<file path="config.mk">
export PLATFORM = sky130hd
export DESIGN_NAME = servo_instruction_packet_framer_core
export DESIGN_NICKNAME = d
export VERILOG_FILES = /design/src/rtl/sipf_pkg.sv /design/src/rtl/sipf_front.sv /design/src/rtl/sipf_queue.sv /design/src/rtl/sipf_back.sv /design/src/rtl/servo_instruction_packet_framer_core.sv
export SDC_FILE = /design/constraint.sdc
export NUM_CORES = 1
export LEC_CHECK = 0
export ABC_CLOCK_PERIOD_IN_PS = 11200
export BUFFER_PORTS_ARGS = -buffer_cell sky130_fd_sc_hd__buf_2
export CAP_MARGIN = 10
export CORE_ASPECT_RATIO = 0.9
export CORE_MARGIN = 10
export CORE_UTILIZATION = 34
export DETAILED_ROUTE_END_ITERATION = 16
export PLACE_DENSITY = 0.58
export REMOVE_ABC_BUFFERS = 1
export SYNTH_ARGS = -nofsm -noshare
export SYNTH_HDL_FRONTEND = slang
export SYNTH_HIERARCHICAL = 1
export SYNTH_SLANG_ARGS = --single-unit
</file>
<file path="constraint.sdc">
create_clock -name clk -period 11.2 [get_ports clk]
set_clock_uncertainty 0.1 [all_clocks]
set_input_delay 0.56 -clock clk [delete_from_list [all_inputs] [get_ports clk]]
set_output_delay 0.56 -clock clk [all_outputs]
set_load 0.01 [all_outputs]
</file>
<file path="src/rtl/sipf_pkg.sv">
// Shared types and constants for the servo instruction packet framer.
// Used by the front, queue, back and top modules; no dependencies.
`default_nettype none

package sipf_pkg;

  localparam logic [1:0] OP_READ      = 2'd0;
  localparam logic [1:0] OP_WRITE     = 2'd1;
  localparam logic [1:0] OP_REG_WRITE = 2'd2;
  localparam logic [1:0] OP_ACTION    = 2'd3;

  localparam logic [7:0] HDR_BYTE      = 8'hFF;
  localparam logic [7:0] BCAST_ID      = 8'hFE;
  localparam logic [7:0] INS_READ      = 8'h02;
  localparam logic [7:0] INS_WRITE     = 8'h03;
  localparam logic [7:0] INS_REG_WRITE = 8'h04;
  localparam logic [7:0] INS_ACTION    = 8'h05;

  // byte positions inside a packet
  localparam logic [3:0] POS_HDR1   = 4'd1;
  localparam logic [3:0] POS_ID     = 4'd2;
  localparam logic [3:0] POS_LEN    = 4'd3;
  localparam logic [3:0] POS_INS    = 4'd4;
  localparam logic [3:0] POS_PARAM0 = 4'd5;
  localparam logic [3:0] POS_PARAM1 = 4'd6;
  localparam logic [3:0] POS_PARAM2 = 4'd7;

  localparam int QUEUE_DEPTH = 2;

  // one classified command, ready to be serialized
  typedef struct packed {
    logic [7:0] id;
    logic [7:0] len;
    logic [7:0] ins;
    logic [7:0] p0;
    logic [7:0] p1;
    logic [7:0] p2;
    logic [1:0] np;    // parameter count, 0..3
    logic [7:0] chk;
  } pkt_desc_t;

endpackage

`default_nettype wire

</file>
<file path="src/rtl/sipf_front.sv">
// Front end: accepts commands and classifies them into packet descriptors.
// Depends on sipf_pkg.
`default_nettype none

module sipf_front (
  input  wire                  clk,
  input  wire                  rst,
  input  wire                  in_valid,
  output logic                 in_ready,
  input  wire [1:0]            op,
  input  wire [7:0]            servo_id,
  input  wire [7:0]            address,
  input  wire [1:0]            write_count,
  input  wire [15:0]           data_word,
  input  wire [7:0]            read_length,
  output logic                 desc_valid,
  input  wire                  desc_ready,
  output sipf_pkg::pkt_desc_t  desc
);
  import sipf_pkg::*;

  pkt_desc_t  desc_next;
  logic [1:0] wc;
  logic [7:0] sum;

  always_comb begin
    desc_next = '0;
    wc = (write_count > 2'd2) ? 2'd2 : write_count;
    case (op)
      OP_READ: begin
        desc_next.id  = servo_id;
        desc_next.ins = INS_READ;
        desc_next.p0  = address;
        desc_next.p1  = read_length;
        desc_next.np  = 2'd2;
      end
      OP_ACTION: begin
        desc_next.id  = BCAST_ID;
        desc_next.ins = INS_ACTION;
        desc_next.np  = 2'd0;
      end
      default: begin
        desc_next.id  = servo_id;
        desc_next.ins = (op == OP_WRITE) ? INS_WRITE : INS_REG_WRITE;
        desc_next.p0  = address;
        desc_next.p1  = (wc >= 2'd1) ? data_word[7:0] : 8'h00;
        desc_next.p2  = (wc >= 2'd2) ? data_word[15:8] : 8'h00;
        desc_next.np  = wc + 2'd1;
      end
    endcase
    desc_next.len = {6'd0, desc_next.np} + 8'd2;
    // unused parameter slots are zero, so they drop out of the sum
    sum = desc_next.id + desc_next.len + desc_next.ins
        + desc_next.p0 + desc_next.p1 + desc_next.p2;
    desc_next.chk = HDR_BYTE - sum;
  end

  assign in_ready = !desc_valid || desc_ready;

  always_ff @(posedge clk) begin
    if (rst) begin
      desc_valid <= 1'b0;
    end else if (in_ready) begin
      desc_valid <= in_valid;
    end
  end

  always_ff @(posedge clk) begin
    if (in_valid && in_ready) begin
      desc <= desc_next;
    end
  end

  assert property (@(posedge clk) disable iff (rst)
    desc_valid |-> (desc.len == {6'd0, desc.np} + 8'd2))
    else $error("descriptor length does not match parameter count");

endmodule

`default_nettype wire

</file>
<file path="src/rtl/sipf_queue.sv">
// Short descriptor queue between front and back ends.
// Depends on sipf_pkg.
`default_nettype none

module sipf_queue #(
  parameter int DEPTH = sipf_pkg::QUEUE_DEPTH
) (
  input  wire                       clk,
  input  wire                       rst,
  input  wire                       wr_valid,
  output logic                      wr_ready,
  input  wire sipf_pkg::pkt_desc_t  wr_desc,
  output logic                      rd_valid,
  input  wire                       rd_ready,
  output sipf_pkg::pkt_desc_t       rd_desc
);
  import sipf_pkg::*;

  localparam int PW = (DEPTH > 1) ? $clog2(DEPTH) : 1;
  localparam int CW = $clog2(DEPTH + 1);
  localparam logic [PW-1:0] PTR_LAST = PW'(DEPTH - 1);
  localparam logic [CW-1:0] CNT_FULL = CW'(DEPTH);

  pkt_desc_t     slots [DEPTH];
  logic [PW-1:0] wr_ptr;
  logic [PW-1:0] rd_ptr;
  logic [CW-1:0] count;
  logic          do_wr;
  logic          do_rd;

  assign wr_ready = (count != CNT_FULL);
  assign rd_valid = (count != '0);
  assign rd_desc  = slots[rd_ptr];
  assign do_wr    = wr_valid && wr_ready;
  assign do_rd    = rd_valid && rd_ready;

  always_ff @(posedge clk) begin
    if (rst) begin
      wr_ptr <= '0;
      rd_ptr <= '0;
      count  <= '0;
    end else begin
      if (do_wr) begin
        wr_ptr <= (wr_ptr == PTR_LAST) ? '0 : wr_ptr + PW'(1);
      end
      if (do_rd) begin
        rd_ptr <= (rd_ptr == PTR_LAST) ? '0 : rd_ptr + PW'(1);
      end
      if (do_wr && !do_rd) begin
        count <= count + CW'(1);
      end else if (do_rd && !do_wr) begin
        count <= count - CW'(1);
      end
    end
  end

  always_ff @(posedge clk) begin
    if (do_wr) begin
      slots[wr_ptr] <= wr_desc;
    end
  end

  assert property (@(posedge clk) disable iff (rst) count <= CNT_FULL)
    else $error("queue count above depth");

  assert property (@(posedge clk) disable iff (rst)
    (count == '0) |-> (wr_ptr == rd_ptr))
    else $error("queue pointers differ while empty");

endmodule

`default_nettype wire

</file>
<file path="src/rtl/sipf_back.sv">
// Back end: serializes one packet descriptor into bytes, one per cycle while out_ready
// allows, into an output register. Depends on sipf_pkg.
`default_nettype none

module sipf_back (
  input  wire                       clk,
  input  wire                       rst,
  input  wire                       desc_valid,
  output logic                      desc_ready,
  input  wire sipf_pkg::pkt_desc_t  desc,
  output logic                      out_valid,
  input  wire                       out_ready,
  output logic [7:0]                tx_byte,
  output logic                      last
);
  import sipf_pkg::*;

  logic [3:0] idx;
  logic [3:0] last_idx;
  logic       emit;
  logic       is_last;
  logic [7:0] byte_sel;

  assign last_idx = POS_PARAM0 + {2'b00, desc.np};
  assign is_last  = (idx == last_idx);
  assign emit     = desc_valid && (!out_valid || out_ready);
  // the descriptor leaves the queue with its checksum byte
  assign desc_ready = emit && is_last;

  always_comb begin
    if (is_last) begin
      byte_sel = desc.chk;
    end else begin
      case (idx)
        POS_HDR1:   byte_sel = HDR_BYTE;
        POS_ID:     byte_sel = desc.id;
        POS_LEN:    byte_sel = desc.len;
        POS_INS:    byte_sel = desc.ins;
        POS_PARAM0: byte_sel = desc.p0;
        POS_PARAM1: byte_sel = desc.p1;
        POS_PARAM2: byte_sel = desc.p2;
        default:    byte_sel = HDR_BYTE;
      endcase
    end
  end

  always_ff @(posedge clk) begin
    if (rst) begin
      idx       <= '0;
      out_valid <= 1'b0;
    end else begin
      if (emit) begin
        idx <= is_last ? 4'd0 : idx + 4'd1;
      end
      if (emit) begin
        out_valid <= 1'b1;
      end else if (out_ready) begin
        out_valid <= 1'b0;
      end
    end
  end

  always_ff @(posedge clk) begin
    if (emit) begin
      tx_byte <= byte_sel;
      last    <= is_last;
    end
  end

  assert property (@(posedge clk) disable iff (rst)
    (emit && is_last) |-> (idx >= POS_PARAM0 && idx <= 4'd8))
    else $error("packet end at impossible byte position");

  assert property (@(posedge clk) disable iff (rst)
    (desc_valid && idx != 4'd0) |-> (idx <= last_idx))
    else $error("byte index ran past the checksum");

endmodule

`default_nettype wire

</file>
<file path="src/rtl/servo_instruction_packet_framer_core.sv">
// Top level of the servo instruction packet framer.
// Depends on sipf_pkg, sipf_front, sipf_queue and sipf_back.
`default_nettype none

// Turns one servo command into a complete instruction packet (FF FF, ID, length,
// instruction, parameters, checksum) delivered one byte per result item; last marks
// the checksum byte. A read gives 8 bytes, a write 7 plus its clamped data count,
// an action 6 (sent to broadcast ID FE). The byte serializer emits one byte per
// cycle unless pop stalls the output; commands are taken back to back into a front
// register and a QDEPTH-entry queue until both fill, while earlier packets drain.
// Each descriptor passes the front register and the queue before the output register.
module servo_instruction_packet_framer_core #(
  parameter int QDEPTH = sipf_pkg::QUEUE_DEPTH
) (
  input  wire         clk,
  input  wire         rst,
  input  wire         push,
  output logic        full,
  input  wire [1:0]   op,
  input  wire [7:0]   servo_id,
  input  wire [7:0]   address,
  input  wire [1:0]   write_count,
  input  wire [15:0]  data_word,
  input  wire [7:0]   read_length,
  output logic        empty,
  input  wire         pop,
  output logic [7:0]  tx_byte,
  output logic        last
);
  import sipf_pkg::*;

  logic      in_ready;
  logic      f_valid;
  logic      f_ready;
  pkt_desc_t f_desc;
  logic      q_valid;
  logic      q_ready;
  pkt_desc_t q_desc;
  logic      out_valid;

  assign full  = !in_ready;
  assign empty = !out_valid;

  sipf_front u_front (
    .clk         (clk),
    .rst         (rst),
    .in_valid    (push),
    .in_ready    (in_ready),
    .op          (op),
    .servo_id    (servo_id),
    .address     (address),
    .write_count (write_count),
    .data_word   (data_word),
    .read_length (read_length),
    .desc_valid  (f_valid),
    .desc_ready  (f_ready),
    .desc        (f_desc)
  );

  sipf_queue #(
    .DEPTH (QDEPTH)
  ) u_queue (
    .clk      (clk),
    .rst      (rst),
    .wr_valid (f_valid),
    .wr_ready (f_ready),
    .wr_desc  (f_desc),
    .rd_valid (q_valid),
    .rd_ready (q_ready),
    .rd_desc  (q_desc)
  );

  sipf_back u_back (
    .clk        (clk),
    .rst        (rst),
    .desc_valid (q_valid),
    .desc_ready (q_ready),
    .desc       (q_desc),
    .out_valid  (out_valid),
    .out_ready  (pop),
    .tx_byte    (tx_byte),
    .last       (last)
  );

endmodule

`default_nettype wire

</file>
# Word-level counts from Yosys, hierarchy flattened
# Memory sizes are Yosys's and may differ from the RTL's. A register that Yosys moved wholly into a read port is not among the register bits.
# Cells that the tools add are included.
[totals]
n_memories = 1
elab_cells = 85
register_bits = 77
ram_bits = 116
output_inout_bits = 11
[mem_list]
columns = ["memory", "depth", "width", "read_ports", "rd_ports_with_merged_regs", "write_ports", "line", "text"]
rows = [
  ["u_queue.slots", 2, 58, 1, 1, 1, "sipf_queue.sv:24", "pkt_desc_t slots [DEPTH];"],
]
[op_classes]
n_eq_ne = 10
add_sub_neg = 14
n_mux = 22
n_reduce_logical = 19
order_cmp = 3
[ops]
columns = ["operator", "count"]
rows = [
  ["8-bit one-hot mux with 6 select lines", 1],
  ["8-bit adder", 5],
  ["8-bit two-way mux", 5],
  ["16-bit one-hot mux with 2 select lines", 1],
  ["4-bit by 3-bit == test with 1-bit output (second input constant)", 4],
  ["8-bit one-hot mux with 2 select lines", 1],
  ["4-bit by 2-bit == test with 1-bit output (second input constant)", 2],
  ["1-bit two-way mux", 8],
  ["8-bit subtractor (first input constant)", 1],
  ["1-bit logical AND", 7],
  ["2-bit two-way mux", 3],
  ["2-bit nonzero test", 3],
  ["1-bit zero test", 5],
  ["2-bit by 1-bit adder with 2-bit output (second input constant)", 2],
  ["3-bit by 2-bit adder with 4-bit output (first input constant)", 1],
  ["4-bit by 1-bit adder with 4-bit output (second input constant)", 1],
  ["4-bit == test", 1],
  ["4-bit two-way mux", 1],
  ["2-bit one-hot mux with 2 select lines", 1],
  ["2-bit by 2-bit adder with 3-bit output (second input constant)", 1],
  ["3-bit two-way mux", 1],
  ["1-bit adder (second input constant)", 2],
  ["2-bit by 1-bit == test with 1-bit output (second input constant)", 1],
  ["2-bit == test (second input constant)", 1],
  ["8 further kinds", 9],
]

# Longest topological paths before layout
[depth]
depth_word = 11
depth_mapped = 17

# Cells and area by module
# The synthesis kept the hierarchy.
[by_module_without_submodules]
columns = ["mod", "cells_each", "instances", "area_per_inst_um2", "seq_area_each_um2"]
rows = [
  ["sipf_queue", 204, 1, 4404.2, 3583.4],
  ["sipf_front", 233, 1, 2836.5, 1401.3],
  ["sipf_back", 104, 1, 1051.0, 370.4],
  ["servo_instruction_packet_framer_core", 2, 1, 7.5, 0.0],
]

# Least setup slack after synthesis
# Ideal clock, no wire load.
[synth_timing]
path_kind = "input-to-reg"
from = "in op[1]"
to = "reg u_front/desc[6] (netlist name), data pin"
setup_slack_ps = 6631
required_ps = 10842
arrival_time_ps = 4211
cell_stages = 16
n_path_buf = 1
setup_time_ps = 258
path_cell_list = "inv_1 ha_1 clkbuf_1 and2_1 nand2_1 fa_1 fa_1 inv_1 fa_1 inv_1 fa_1 a21o_1 a21oi_1 o21bai_1 a21oi_1 xnor2_1"
[synth_lines]
columns = ["item", "line", "text"]
rows = [
  ["start, declared", "servo_instruction_packet_framer_core.sv:19", "input wire [1:0] op,"],
  ["end signal, assigned", "sipf_front.sv:70", "desc <= desc_next;"],
  ["end, declared", "sipf_front.sv:18", "output sipf_pkg::pkt_desc_t desc"],
]

==> reports/qor.yml <==
die_y_um: 168
synth-xor-area-share: 0.0220
ant_nets: 0
final_cell_mix: "edfxtp_1, buf_2, mux2_2, inv_1, nand2_1"
r2r_setup_slack_ns: 7.55
p_per_area_nw_per_um2: 189
numPortBuffers: 58
synthAdderAreaFrac: 0.0751
finalSetupViolations: 0
cp_top_family: "adder cells"
drc: 0
place_area_um2: 8820
start_kind: "input port"
status: "finished clean"
dr_total_vias: 4382
grt_overflow_total: 0
wirelength_mm: 17.0
synth_top_family_by_area: "multiplexers"
fin_nets: 688
p_leak_nw: 3.48
grt_antenna_before_repair: 1
clk_latency_ns: 0.43
r2r_end: "u_queue/count[1]"
nFillCells: 2201
final.min_clock_period_ns: 4.91
htreeDepth: 4
grt_start_max_net_pins: 59
globalplace.congestion: 0.799
grt_pass1_vias: 4603
arrival_ns: 4.99
relSlewSlack: 0.375
dr.first_iter.drc_count: 281
crit_path_max_incr_delay_ns: 0.61
yosysTopAreaCell: "edfxtp_1"
rows: 54
wl_per_cell_um: 18.5
syn_to_final_growth_pct: 13.5
crit_top_cell: "fa_1"
max_freq_mhz: 204
final_common_cell: "edfxtp_1"
drive_gt1_frac: 0.288
synth_edf_count: 171
worstSetupEndpointType: "register"
core_um2: 24100
synth-compound-area-share: 0.0690
cp_num_cells: 16
clkSinkCount: 182
synth_area_leaders: "edfxtp_1, mux2_2, fa_1"
numCtsBuffers: 17
yosysWarnings: 6
fp.dieW_um: 185
cts_hold_buffers: 0
slew_violations: 0
die_area_um2: 31100
cts_tree: "done"
synthMuxAreaShare: 0.0787
ir_drop_mv: 0.107
finalHoldViolations: 0
postCtsSetupBuffers: 0
yosys.area_share.simple: 0.0568
critPathRequiredTime_ns: 11.28
synth_cell_types: 58
crit_slowest_cell: "nor2b_1"
firstDrtPassIters: 7
path_cells: "buf_2 > inv_1 > ha_1 > nor2b_1 > a22oi_1 > fa_1 > fa_1 > inv_1 > fa_1 > inv_1 > fa_1 > a21o_1 > a21oi_1 > o21bai_1 > a21oi_1 > xnor2_1"
final_area_um2: 9420
synth.top_cell.area_share: 0.619
seq_area_frac_synth: 0.645
grt_pass1_wl_mm: 26.7
critical_path_buf_inv_count: 4
worstSetupEndpoint: "u_front/desc[6]"
syn_inst: 543
setup_tns_ns: 0
ys_ff_latch: 182
rsz0062_at_grt: "no"
via_per_inst: 4.75
syn_avg_cell_area_um2: 15.3
antenna_cells: 0
tightest_slew_ns: 0.936
finalCritPeriodShare: 0.438
initial_utilization: 0.344
min_path_type: "input port to register"
root_buffer: "clkbuf_16"
drv_cap: 0
crit_type: "input port to register"
synth_ff_type: "edfxtp_1"
grt.total_usage: 0.113
fin_util: 0.390
post_cts_resized: 0
hpwl_mm: 11.6
clk_path_buf_depth: 2
rr_worst_depth: 11
async_flop_share: 0
cp-startpoint: "op[0]"
synth_area_um2: 8300
num_io_pins: 59
cp_max_fo: 15
clk_pin_slew_ns: 0.07
-- through the flow --
stage	power, mW	instances	setup slack [ns]	hold WS, ns
floorplan	1.09	520	6.48	0.321
detailed placement	1.19	890	5.83	0.330
finish	1.78	922	6.29	0.274
global placement	1.17	890	6.09	0.325
CTS	1.79	922	6.28	0.257
global route	1.87	922	6.09	0.279
-- state kept, by name, indices dropped and copies added (netlist names), named ones only --
signal / cells
u_front/desc: 46
u_queue/rd_ptr: 1
u_back/out_valid: 1
u_back/idx: 4
u_back/last: 1
u_back/tx_byte: 8
u_queue/count: 2
u_queue/slots: 116
u_queue/wr_ptr: 1
u_front/desc_valid: 1
-- cells by family after synthesis --
kind of cell             after synthesis
multiplexers                          58
AO/OA/AOI/OAI                         71
buffers and inverters                 88
XOR/XNOR                              20
other                                  1
adder cells (fa/ha/maj)               39
AND/OR/NAND/NOR                       84
flip-flops                           182
-- where the power goes --
group          total (mW)  leakage (nW)  internal [mW]  switching [mW]
registers           0.854          1.68          0.829          0.0247
logic               0.317          1.50          0.135           0.183
clock network       0.605         0.299          0.338           0.267
-- layout make-up --
class	count	area, µm²	area share
clock inverters	15	178	0.0189
flip-flops and latches	182	5360	0.569
multi-input cells	282	2540	0.270
clock buffers	17	425	0.0452
inverters	56	210	0.0223
well taps	308	385	0.0409
repair buffers	62	320	0.0340
-- worst min path at each step --
stage	depth (start not counted)	to	slack [ns]	start
floorplan	0	u_queue/slots[0][0]	0.32	u_front/desc[0]
global placement	0	u_queue/slots[0][15]	0.32	u_front/desc[15]
detailed placement	0	u_queue/slots[0][1]	0.33	u_front/desc[1]
CTS	3	u_front/desc_valid	0.26	push
global route	3	u_front/desc_valid	0.28	push
finish	3	u_front/desc_valid	0.27	push
-- cells in the mapped netlist, types with 3 or more instances --
library cell / count
and3_1: 4
a311oi_1: 8
xnor2_1: 13
nand2_1: 25
a221oi_1: 8
inv_1: 55
nand2b_1: 8
dfxtp_1: 11
o21ai_0: 7
edfxtp_1: 171
buf_4: 14
nor2_1: 10
buf_2: 8
fa_1: 18
xor2_1: 6
and2b_1: 7
a22oi_1: 5
a222oi_1: 8
mux2_2: 58
nand3_1: 5
clkbuf_1: 3
buf_6: 5
and2_1: 4
o22a_1: 8
ha_1: 21
a21oi_1: 12
or2_2: 6
-- per-layer routing --
| layer | vias to the layer above | track usage | share of wire |
|---|---|---|---|
| li1 | 2090 | - | - |
| met1 | 2153 | 0.154 | 0.48 |
| met2 | 118 | 0.172 | 0.47 |
| met3 | 19 | 0.0250 | 0.047 |
| met4 | 2 | 0.0424 | 0.012 |
| met5 | - | 0 | 0.00065 |
-- worst min-delay path, stage by stage --
cell and delay [ns]:
buf_2 0.10, inv_1 0.04, a21oi_1 0.05
Note: power is estimated with default switching activity, not from simulation.
